`src/rtl/pd_pkg.sv`:
```
// percent decoder shared types, character constants and hex digit helper
`timescale 1ns / 1ps

package pd_pkg;

  localparam logic [7:0] PCT_CHAR   = 8'h25;
  localparam logic [7:0] PLUS_CHAR  = 8'h2B;
  localparam logic [7:0] SPACE_CHAR = 8'h20;

  localparam int CMD_DEPTH = 4;
  localparam int CMD_PTR_W = $clog2(CMD_DEPTH);
  localparam int CMD_CNT_W = $clog2(CMD_DEPTH + 1);

  // one classified input word: up to three bytes to emit
  typedef struct packed {
    logic       last;
    logic [1:0] cnt;
    logic [7:0] b0;
    logic [7:0] b1;
    logic [7:0] b2;
  } pd_cmd_t;

  // hex digit value, bit 4 set when the byte is not a hex digit
  function automatic logic [4:0] hex_val(input logic [7:0] c);
    logic [4:0] v;
    v = 5'h10;
    if (c >= 8'h30 && c <= 8'h39) begin
      v = {1'b0, c[3:0]};
    end else if ((c >= 8'h61 && c <= 8'h66) || (c >= 8'h41 && c <= 8'h46)) begin
      v = {1'b0, c[3:0] + 4'd9};
    end
    return v;
  endfunction

endpackage

```
`src/rtl/pd_front.sv`:
```
// percent decoder front end: escape tracking and command building
`timescale 1ns / 1ps

module pd_front (
  input  logic           clk,
  input  logic           rst_n,
  input  logic           accept,
  input  logic [7:0]     in_byte,
  input  logic           in_last,
  input  logic           cfg_we,
  input  logic           cfg_plus_to_space,
  output logic           cmd_we,
  output pd_pkg::pd_cmd_t cmd
);
  import pd_pkg::*;

  typedef enum logic [1:0] {
    PH_IDLE = 2'd0,
    PH_PCT  = 2'd1,
    PH_DIG  = 2'd2
  } phase_t;

  phase_t     phase_r, phase_nxt;
  logic [7:0] held_r, held_nxt;
  logic       plus_r, plus_nxt;

  logic [4:0] in_v;
  logic [4:0] held_v;
  logic       p_valid;
  logic [7:0] p_byte;
  phase_t     p_phase;

  always_comb begin
    in_v   = hex_val(in_byte);
    held_v = hex_val(held_r);

    // byte handled with no escape pending
    if (in_byte == PCT_CHAR) begin
      p_valid = in_last;
      p_byte  = PCT_CHAR;
      p_phase = in_last ? PH_IDLE : PH_PCT;
    end else begin
      p_valid = 1'b1;
      p_byte  = (in_byte == PLUS_CHAR && plus_r) ? SPACE_CHAR : in_byte;
      p_phase = PH_IDLE;
    end

    held_nxt  = held_r;
    cmd.last  = in_last;
    cmd.cnt   = 2'd0;
    cmd.b0    = p_byte;
    cmd.b1    = p_byte;
    cmd.b2    = p_byte;
    phase_nxt = p_phase;

    case (phase_r)
      PH_PCT: begin
        if (!in_v[4]) begin
          if (in_last) begin
            cmd.cnt   = 2'd2;
            cmd.b0    = PCT_CHAR;
            cmd.b1    = in_byte;
            phase_nxt = PH_IDLE;
          end else begin
            held_nxt  = in_byte;
            phase_nxt = PH_DIG;
          end
        end else begin
          cmd.cnt = p_valid ? 2'd2 : 2'd1;
          cmd.b0  = PCT_CHAR;
        end
      end
      PH_DIG: begin
        if (!in_v[4]) begin
          cmd.cnt   = 2'd1;
          cmd.b0    = {held_v[3:0], in_v[3:0]};
          phase_nxt = PH_IDLE;
        end else begin
          cmd.cnt = p_valid ? 2'd3 : 2'd2;
          cmd.b0  = PCT_CHAR;
          cmd.b1  = held_r;
        end
      end
      default: begin
        cmd.cnt = p_valid ? 2'd1 : 2'd0;
      end
    endcase

    cmd_we   = accept && (cmd.cnt != 2'd0);
    plus_nxt = cfg_we ? cfg_plus_to_space : plus_r;
  end

  always_ff @(posedge clk) begin
    if (!rst_n) begin
      phase_r <= PH_IDLE;
      held_r  <= 8'h00;
      plus_r  <= 1'b1;
    end else begin
      plus_r <= plus_nxt;
      if (accept) begin
        phase_r <= phase_nxt;
        held_r  <= held_nxt;
      end
    end
  end

endmodule

```
`src/rtl/pd_cmd_fifo.sv`:
```
// percent decoder command queue between front and back end
`timescale 1ns / 1ps

module pd_cmd_fifo (
  input  logic            clk,
  input  logic            rst_n,
  input  logic            wr_en,
  input  pd_pkg::pd_cmd_t wr_data,
  input  logic            rd_en,
  output pd_pkg::pd_cmd_t rd_data,
  output logic            fifo_full,
  output logic            fifo_empty
);
  import pd_pkg::*;

  pd_cmd_t                mem_r [CMD_DEPTH];
  logic [CMD_PTR_W-1:0]   wptr_r, wptr_nxt;
  logic [CMD_PTR_W-1:0]   rptr_r, rptr_nxt;
  logic [CMD_CNT_W-1:0]   count_r, count_nxt;
  logic                   do_wr, do_rd;

  always_comb begin
    fifo_full  = (count_r == CMD_CNT_W'(CMD_DEPTH));
    fifo_empty = (count_r == '0);
    do_wr      = wr_en && !fifo_full;
    do_rd      = rd_en && !fifo_empty;
    rd_data    = mem_r[rptr_r];
    wptr_nxt   = do_wr ? wptr_r + 1'b1 : wptr_r;
    rptr_nxt   = do_rd ? rptr_r + 1'b1 : rptr_r;
    count_nxt  = count_r + CMD_CNT_W'(do_wr) - CMD_CNT_W'(do_rd);
  end

  always_ff @(posedge clk) begin
    if (do_wr) begin
      mem_r[wptr_r] <= wr_data;
    end
  end

  always_ff @(posedge clk) begin
    if (!rst_n) begin
      wptr_r  <= '0;
      rptr_r  <= '0;
      count_r <= '0;
    end else begin
      wptr_r  <= wptr_nxt;
      rptr_r  <= rptr_nxt;
      count_r <= count_nxt;
    end
  end

endmodule

```
`src/rtl/pd_back.sv`:
```
// percent decoder back end: byte serializer and output register
`timescale 1ns / 1ps

module pd_back (
  input  logic            clk,
  input  logic            rst_n,
  input  pd_pkg::pd_cmd_t cmd,
  input  logic            cmd_empty,
  output logic            cmd_pop,
  input  logic            pop,
  output logic            empty,
  output logic [7:0]      out_byte,
  output logic            out_run_last,
  output logic            out_string_end
);
  import pd_pkg::*;

  logic       valid_r, valid_nxt;
  logic [1:0] idx_r, idx_nxt;
  logic [7:0] byte_r, byte_nxt;
  logic       run_last_r, run_last_nxt;
  logic       end_r, end_nxt;
  logic       load;
  logic       tail;

  always_comb begin
    load = !valid_r || pop;
    tail = (idx_r == cmd.cnt - 2'd1);

    case (idx_r)
      2'd0:    byte_nxt = cmd.b0;
      2'd1:    byte_nxt = cmd.b1;
      default: byte_nxt = cmd.b2;
    endcase

    run_last_nxt = tail;
    end_nxt      = tail && cmd.last;
    cmd_pop      = load && !cmd_empty && tail;
    valid_nxt    = load ? !cmd_empty : valid_r;
    idx_nxt      = idx_r;
    if (load && !cmd_empty) begin
      idx_nxt = tail ? 2'd0 : idx_r + 2'd1;
    end

    empty          = !valid_r;
    out_byte       = byte_r;
    out_run_last   = run_last_r;
    out_string_end = end_r;
  end

  always_ff @(posedge clk) begin
    if (!rst_n) begin
      valid_r <= 1'b0;
      idx_r   <= 2'd0;
    end else begin
      valid_r <= valid_nxt;
      idx_r   <= idx_nxt;
    end
  end

  always_ff @(posedge clk) begin
    if (load && !cmd_empty) begin
      byte_r     <= byte_nxt;
      run_last_r <= run_last_nxt;
      end_r      <= end_nxt;
    end
  end

endmodule

```
`src/rtl/percent_decoder.sv`:
```
// percent decoder top level: front end, command queue and back end
//
//   channel   ports                                    accepted when
//   input     push full in_byte in_last                push && !full
//   result    empty pop out_byte out_run_last
//             out_string_end                           pop && !empty
//   config    cfg_valid cfg_ready cfg_plus_to_space    cfg_valid && cfg_ready
//
// one input word per cycle while not full; results leave one byte per cycle from
// the back end serializer while pop is held, so a word that makes two or three
// bytes holds its queue entry until its last byte is loaded and a four entry
// command queue absorbs the difference; each result is queued, then registered
// in the back end; reset is synchronous and active low; plus mapping resets to on

`timescale 1ns / 1ps

module percent_decoder (
  input  logic       clk,
  input  logic       rst_n,
  input  logic       push,
  output logic       full,
  input  logic [7:0] in_byte,
  input  logic       in_last,
  output logic       empty,
  input  logic       pop,
  output logic [7:0] out_byte,
  output logic       out_run_last,
  output logic       out_string_end,
  input  logic       cfg_valid,
  output logic       cfg_ready,
  input  logic       cfg_plus_to_space
);
  import pd_pkg::*;

  pd_cmd_t wr_cmd;
  pd_cmd_t rd_cmd;
  logic    cmd_we;
  logic    cmd_pop;
  logic    cmd_empty;
  logic    accept;

  assign cfg_ready = 1'b1;
  assign accept    = push && !full;

  pd_front u_front (
    .clk               (clk),
    .rst_n             (rst_n),
    .accept            (accept),
    .in_byte           (in_byte),
    .in_last           (in_last),
    .cfg_we            (cfg_valid),
    .cfg_plus_to_space (cfg_plus_to_space),
    .cmd_we            (cmd_we),
    .cmd               (wr_cmd)
  );

  pd_cmd_fifo u_fifo (
    .clk        (clk),
    .rst_n      (rst_n),
    .wr_en      (cmd_we),
    .wr_data    (wr_cmd),
    .rd_en      (cmd_pop),
    .rd_data    (rd_cmd),
    .fifo_full  (full),
    .fifo_empty (cmd_empty)
  );

  pd_back u_back (
    .clk            (clk),
    .rst_n          (rst_n),
    .cmd            (rd_cmd),
    .cmd_empty      (cmd_empty),
    .cmd_pop        (cmd_pop),
    .pop            (pop),
    .empty          (empty),
    .out_byte       (out_byte),
    .out_run_last   (out_run_last),
    .out_string_end (out_string_end)
  );

endmodule

```
`config.mk`:
```
export PLATFORM = sky130hd
export DESIGN_NAME = percent_decoder
export DESIGN_NICKNAME = d
export VERILOG_FILES = /design/src/rtl/pd_pkg.sv /design/src/rtl/pd_front.sv /design/src/rtl/pd_cmd_fifo.sv /design/src/rtl/pd_back.sv /design/src/rtl/percent_decoder.sv
export SDC_FILE = /design/constraint.sdc
export NUM_CORES = 1
export LEC_CHECK = 0
export ABC_CLOCK_PERIOD_IN_PS = 5900
export BUFFER_PORTS_ARGS = -buffer_cell sky130_fd_sc_hd__clkbuf_2
export CAP_MARGIN = 20
export CORE_MARGIN = 2
export CORE_UTILIZATION = 45
export DETAILED_ROUTE_END_ITERATION = 8
export SLEW_MARGIN = 20
export SYNTH_ARGS = -nofsm -noshare
export SYNTH_HDL_FRONTEND = slang
export SYNTH_HIERARCHICAL = 1
export SYNTH_SLANG_ARGS = --single-unit
```
`constraint.sdc`:
```
create_clock -name clk -period 5.9 [get_ports clk]
set_clock_uncertainty 0.05 [all_clocks]
set_input_delay 0 -clock clk [delete_from_list [all_inputs] [get_ports clk]]
set_output_delay 0 -clock clk [all_outputs]
set_load 0.005 [all_outputs]
```
* Word-level counts from Yosys, hierarchy flattened
Memory sizes are Yosys's and may differ from the RTL's. A register that Yosys moved wholly into a read port is not among the register bits. Index checks and enable logic that the tools add are counted.
Storage, ports and cells: ROM bits 0, bits in writable memories 108, latch bits 0, memories kept 1, flip-flop bits (word level) 31
Cells by class: add/subtract/negate cells 8, order comparisons 12, muxes and demuxes 29, reductions and logical operators 24, divide/modulo/power cells 0, multipliers 0, eq/ne operators 7, shift-type cells 0, bitwise gates (word level) 2
Memory list:
- u_fifo.mem_r | words 4, width 27, rd ports 1, clocked after Yosys merged registers in 1, write ports 1, RTL line pd_cmd_fifo.sv:16 | pd_cmd_t mem_r [CMD_DEPTH];
Operator list (number):
- $ge A8 B7 Y1 const B | 4
- $le A8 B7 Y1 const B | 4
- $mux W8 | 4
- $pmux W16 S2 | 1
- $mux W10 | 2
- $mux W18 | 1
- $eq A8 B6 Y1 const B | 2
- $ge A8 B6 Y1 const B | 2
- $le A8 B6 Y1 const B | 2
- $mux W2 | 8
- $pmux W8 S2 | 1
- $logic_and A1 B1 Y1 | 14
- $mux W5 | 2
- $add A4 B4 Y4 const B | 2
- $mux W4 | 2
- $pmux W2 S2 | 2
- $add A2 B1 Y2 const B | 3
- $mux W1 | 6
- $eq A2 B1 Y1 const B | 2
- $reduce_and A4 Y1 | 1
- $add A3 B1 Y3 | 1
- $eq A3 B3 Y1 const B | 1
- $logic_not A1 Y1 | 3
- $logic_not A3 Y1 | 1
- 8 further kinds | 11

* Longest topological paths before layout
depth after elaboration 12, mapped depth 18, mapped depth without buffers 16

* By module
The synthesis kept the hierarchy.
Modules (own cells, without submodules):
- pd_cmd_fifo | area an instance 4429.2 um^2, instances 1, sequential area each 3423.3 um^2, cells each 192
- pd_front | area an instance 1249.9 um^2, instances 1, sequential area each 220.2 um^2, cells each 175
- pd_back | area an instance 635.6 um^2, instances 1, sequential area each 360.3 um^2, cells each 61
- percent_decoder | area an instance 25.0 um^2, instances 1, sequential area each 0.0 um^2, cells each 3

* Worst setup path after synthesis
No wires, ideal clock.
kind register to register, start point reg with a tool-made name, end point reg u_fifo.count_r[2], arrival 2.970 ns, setup time 0.115 ns, slack 2.765 ns, stages on the path, launching flop included 14, required time 5.735 ns, path through dfxtp_1 > buf_6 > mux4_1 > xnor2_1 > mux2i_1 > and2_1 > nor2b_1 > ha_1 > inv_1 > ha_1 > fa_1 > xnor2_1 > xnor2_1 > and2_1
RTL lines:
- end signal: assignment | RTL line pd_cmd_fifo.sv:47 | count_r <= count_nxt;
- end: declaration | RTL line pd_cmd_fifo.sv:19 | logic [CMD_CNT_W-1:0] count_r, count_nxt;

* Worst setup path in the final report
start point in in_byte[0], end point reg u_fifo.count_r[2]
Between the ends: cells in the longest elaborated chain, start to end 12, elaborated cells between the ends (all ways) 25
RTL lines:
- start: declaration | RTL line percent_decoder.sv:22 | input logic [7:0] in_byte,
- $ge A8 B7 Y1 / $le A8 B7 Y1 (equally long branches) | RTL line pd_pkg.sv:29 | end else if ((c >= 8'h61 && c <= 8'h66) || (c >= 8'h41 && c <= 8'h46)) begin
- $logic_and A1 B1 Y1 | RTL line pd_pkg.sv:29
- $logic_or A1 B1 Y1 | RTL line pd_pkg.sv:29
- $mux W5 | RTL line pd_pkg.sv:29
- $mux W5 | RTL line pd_pkg.sv:27 | if (c >= 8'h30 && c <= 8'h39) begin
- $mux W10, on equally long branches | RTL line pd_front.sv:74, pd_front.sv:58
- $pmux W2 S2 * | RTL line pd_front.sv:56 | case (phase_r)
- $reduce_bool A2 Y1 * | RTL line pd_front.sv:89 | cmd_we = accept && (cmd.cnt != 2'd0);
- $logic_and A1 B1 Y1 * | RTL line pd_front.sv:89
- named net cmd_we | RTL line percent_decoder.sv:37 | logic cmd_we;
- $logic_and A1 B1 Y1 * | RTL line pd_cmd_fifo.sv:25 | do_wr = wr_en && !fifo_full;
- $add A3 B1 Y3 * | RTL line pd_cmd_fifo.sv:30 | count_nxt = count_r + CMD_CNT_W'(do_wr) - CMD_CNT_W'(do_rd);
- $sub A3 B1 Y3 * | RTL line pd_cmd_fifo.sv:30
The timed path passes the listed nets; every way through them passes the cells marked *. A chain may end at the register's enable or synchronous reset.

==> results.txt <==
status - completed
Place WS - 2163 ps
Final Hold Fails - 0
vias per std cell - 5.614
Starting DRT DRC Count - 263
Comb power frac - 0.218
Clk Latency, worst-skew pair - 420 ps
Hold WS - 64.35 ps
synthesized area per cell - 14.71 sq um
first-pass GRT wire length - 20,360 um
P per Cell Area - 404.8 nW/um^2
Max Slew Vio Count - 0
Worst setup EP type - flop
Net Count, Synth - 463
overall power - 2.928 mW
via count - 3,711
vias in the first global route - 3,743
Synth area leader - edfxtp_1
Cell Area, Placed - 6570 sq um
startpoint types - input pin
Worst R2R Setup Slack - 2190 ps
Cells after Synth - 431
Max Cap Viol - 0
switching fraction of total power - 0.2683
fin crit period - 3911 ps
Non-Filler Instances - 661
core area - 13,830 sq um
cell row count - 43
clk root buf - clkbuf_16
post-synthesis sequential area ratio - 0.6315
Worst EP arrival - 4170 ps
port bufs - 26
largest net degree at the start of global routing - 33
die height - 122.7 um
measured slew at the worst slew-check pin - 903.5 ps
Final period util - 0.6628
Starting Density - 0.4585
ANT nets after route - 0
Max VDD drop - 0.1904 mV
GRT overflow - 0
antenna cells - 0
Ys Warns - 6
crit-path max FO - 10
Synth async-reset ratio - 0
hold depth - 2
clock power share - 0.326
area fraction of the dominant cell type after synthesis - 0.5589
total die area - 15,050 sq um
layout cells sized above 1 - 0.1871
Fmax - 255.7 MHz
most numerous cell in the Yosys netlist - edfxtp_1
Hold Crit Endpoint - u_front/plus_r
ys flop type - edfxtp_1
Leak - 2.481 nW
Cells after DPL - 616
Setup crit start - in_byte[0]
area grow syn2layout - 14.11%
Final Net Count - 500
wire length per cell - 19.10 um
antenna violations before repair - 0
finished layout cell area - 7234 sq um
synth cell count leaders - edfxtp_1, nand2_1, inv_1
Hold Path Origin - rst_n
die width - 122.7 um
Ports - 28
final setup vio count - 0
Pint - 2.143 mW
setup ws final - 1989 ps
reg2reg path depth - 13
Synth cell types - 63
DP HPWL - 8196 um
Sink Count - 141
worst path required time - 6160 ps
setup bufs post-CTS - 0
# H-tree levels - 4
Util after Layout - 0.5232
r2r endpoint - u_fifo/count_r[2]
NetSw - 0.7858 mW
Overall Global Routing Usage - 0.1868
DRC viols - 0
Sequential Power Share - 0.456
TritonCTS clock tree - built
Max-slew headroom - 0.3900
Crit Path Class - in -> reg
Post-Synthesis Cell Area - 6340 sq um
#FFs+latches synth - 141
global placement routability congestion - 0.8940
Num CTS Buffers - 17
WL final - 12,620 um
unrepaired setup endpoints after global routing - no
top cells by area, synth - edfxtp_1, dfxtp_1, mux4_2, ha_1, mux4_1
total negative slack - 0 ps
DRT Pass-1 Iters - 5
Hold Crit Class - in -> reg
Post-synth EDFFs - 118
Longest Clk Path Bufs - 2
Clk pin slew, worst setup/hold paths - 60 ps
registers in the layout (all words and copies together) (netlist names), named ones only:
register               flops
u_back/out_run_last        1
u_fifo/rptr_r              2
u_back/valid_r             1
u_front/plus_r             1
u_fifo/wptr_r              2
u_fifo/mem_r             108
u_fifo/count_r             3
u_back/out_byte            8
u_front/phase_r            2
u_back/idx_r               2
u_front/held_r             8
u_back/out_string_end      1
routing by layer:
metal	wire length (um)	up-vias	global-route usage
li1	-	1729	-
met1	5872	1848	0.2528
met2	5996	118	0.2873
met3	569	16	0.05437
met4	184	0	0.06897
met5	0	-	0
kinds of logic (layout without fill, tap and decap cells):
kind of cell	after synthesis	after routing	synth area share
xor+xnor	4	4	0.005527
other cells	1	1	0.0005915
compound gates	78	78	0.08960
flops	141	141	0.6315
fa+ha+maj	17	17	0.03473
simple gates	107	107	0.08802
buf+inv	50	100	0.04046
mux	33	33	0.1095
cells in the final DEF, fill, tap and decap left out, types with 4 or more instances in the layout:
cell,Yosys,routed
mux4_2,20,20
clkbuf_2,0,26
o21ai_0,14,14
nand2_1,47,47
nand2b_1,4,4
a22oi_1,8,8
clkbuf_16,0,17
inv_1,24,24
a21oi_1,7,7
nor2_1,10,10
dfxtp_1,23,22
and2_1,11,9
edfxtp_1,118,118
dlygate4sd3_1,0,13
clkinv_2,0,4
mux2i_1,6,6
ha_1,16,16
a2bb2oi_1,4,4
nand3_1,13,13
nor2b_1,4,4
o22ai_1,7,7
buf_4,2,5
mux4_1,7,7
a22o_1,4,4
worst max-delay path by stage:
stage	to	slack, ps	depth (start not counted)
global route	u_fifo/count_r[2]	1700	18
detailed placement	u_fifo/count_r[2]	2160	13
finish	u_fifo/count_r[2]	1990	18
floorplan	u_fifo/count_r[2]	2760	13
CTS	u_fifo/count_r[2]	2070	18
global placement	u_fifo/count_r[2]	2210	13
power groups by stage:
stage	clock (mW)	sequential [mW]	combinational, mW
after CTS	0.980	1.34	0.652
after floorplan	0	1.35	0.473
after global routing	1.02	1.35	0.717
after detailed placement	0	1.36	0.643
final	0.953	1.34	0.639
after global placement	0	1.35	0.638
cell type report:
type	instances	area, sq um
clock buffer	19	432.9
clock inverter	13	101.3
fill	1130	6593
inverter	24	90.09
multi-input combinational	240	2082
sequential	141	4005
tap	180	225.2
timing repair buffer	44	297.8
critical path, stage by stage:
cell and delay (ps):
dlygate4sd3_1 530, clkbuf_2 190, inv_1 80, ha_1 230, o21bai_1 190, a21o_1 370
nand2_1 280, a221oi_1 340, o211a_1 180, nor2b_1 390, inv_1 90, ha_1 290
inv_1 40, ha_1 180, fa_1 380, xnor2_1 150, xnor2_1 120, and2_1 150
timing repair:
action	4_1_cts	5_1_grt
hold buffers	13	0
gates resized for setup	0	0
hold endpoints to repair	37	0
Power figures use the tool's default switching activity.
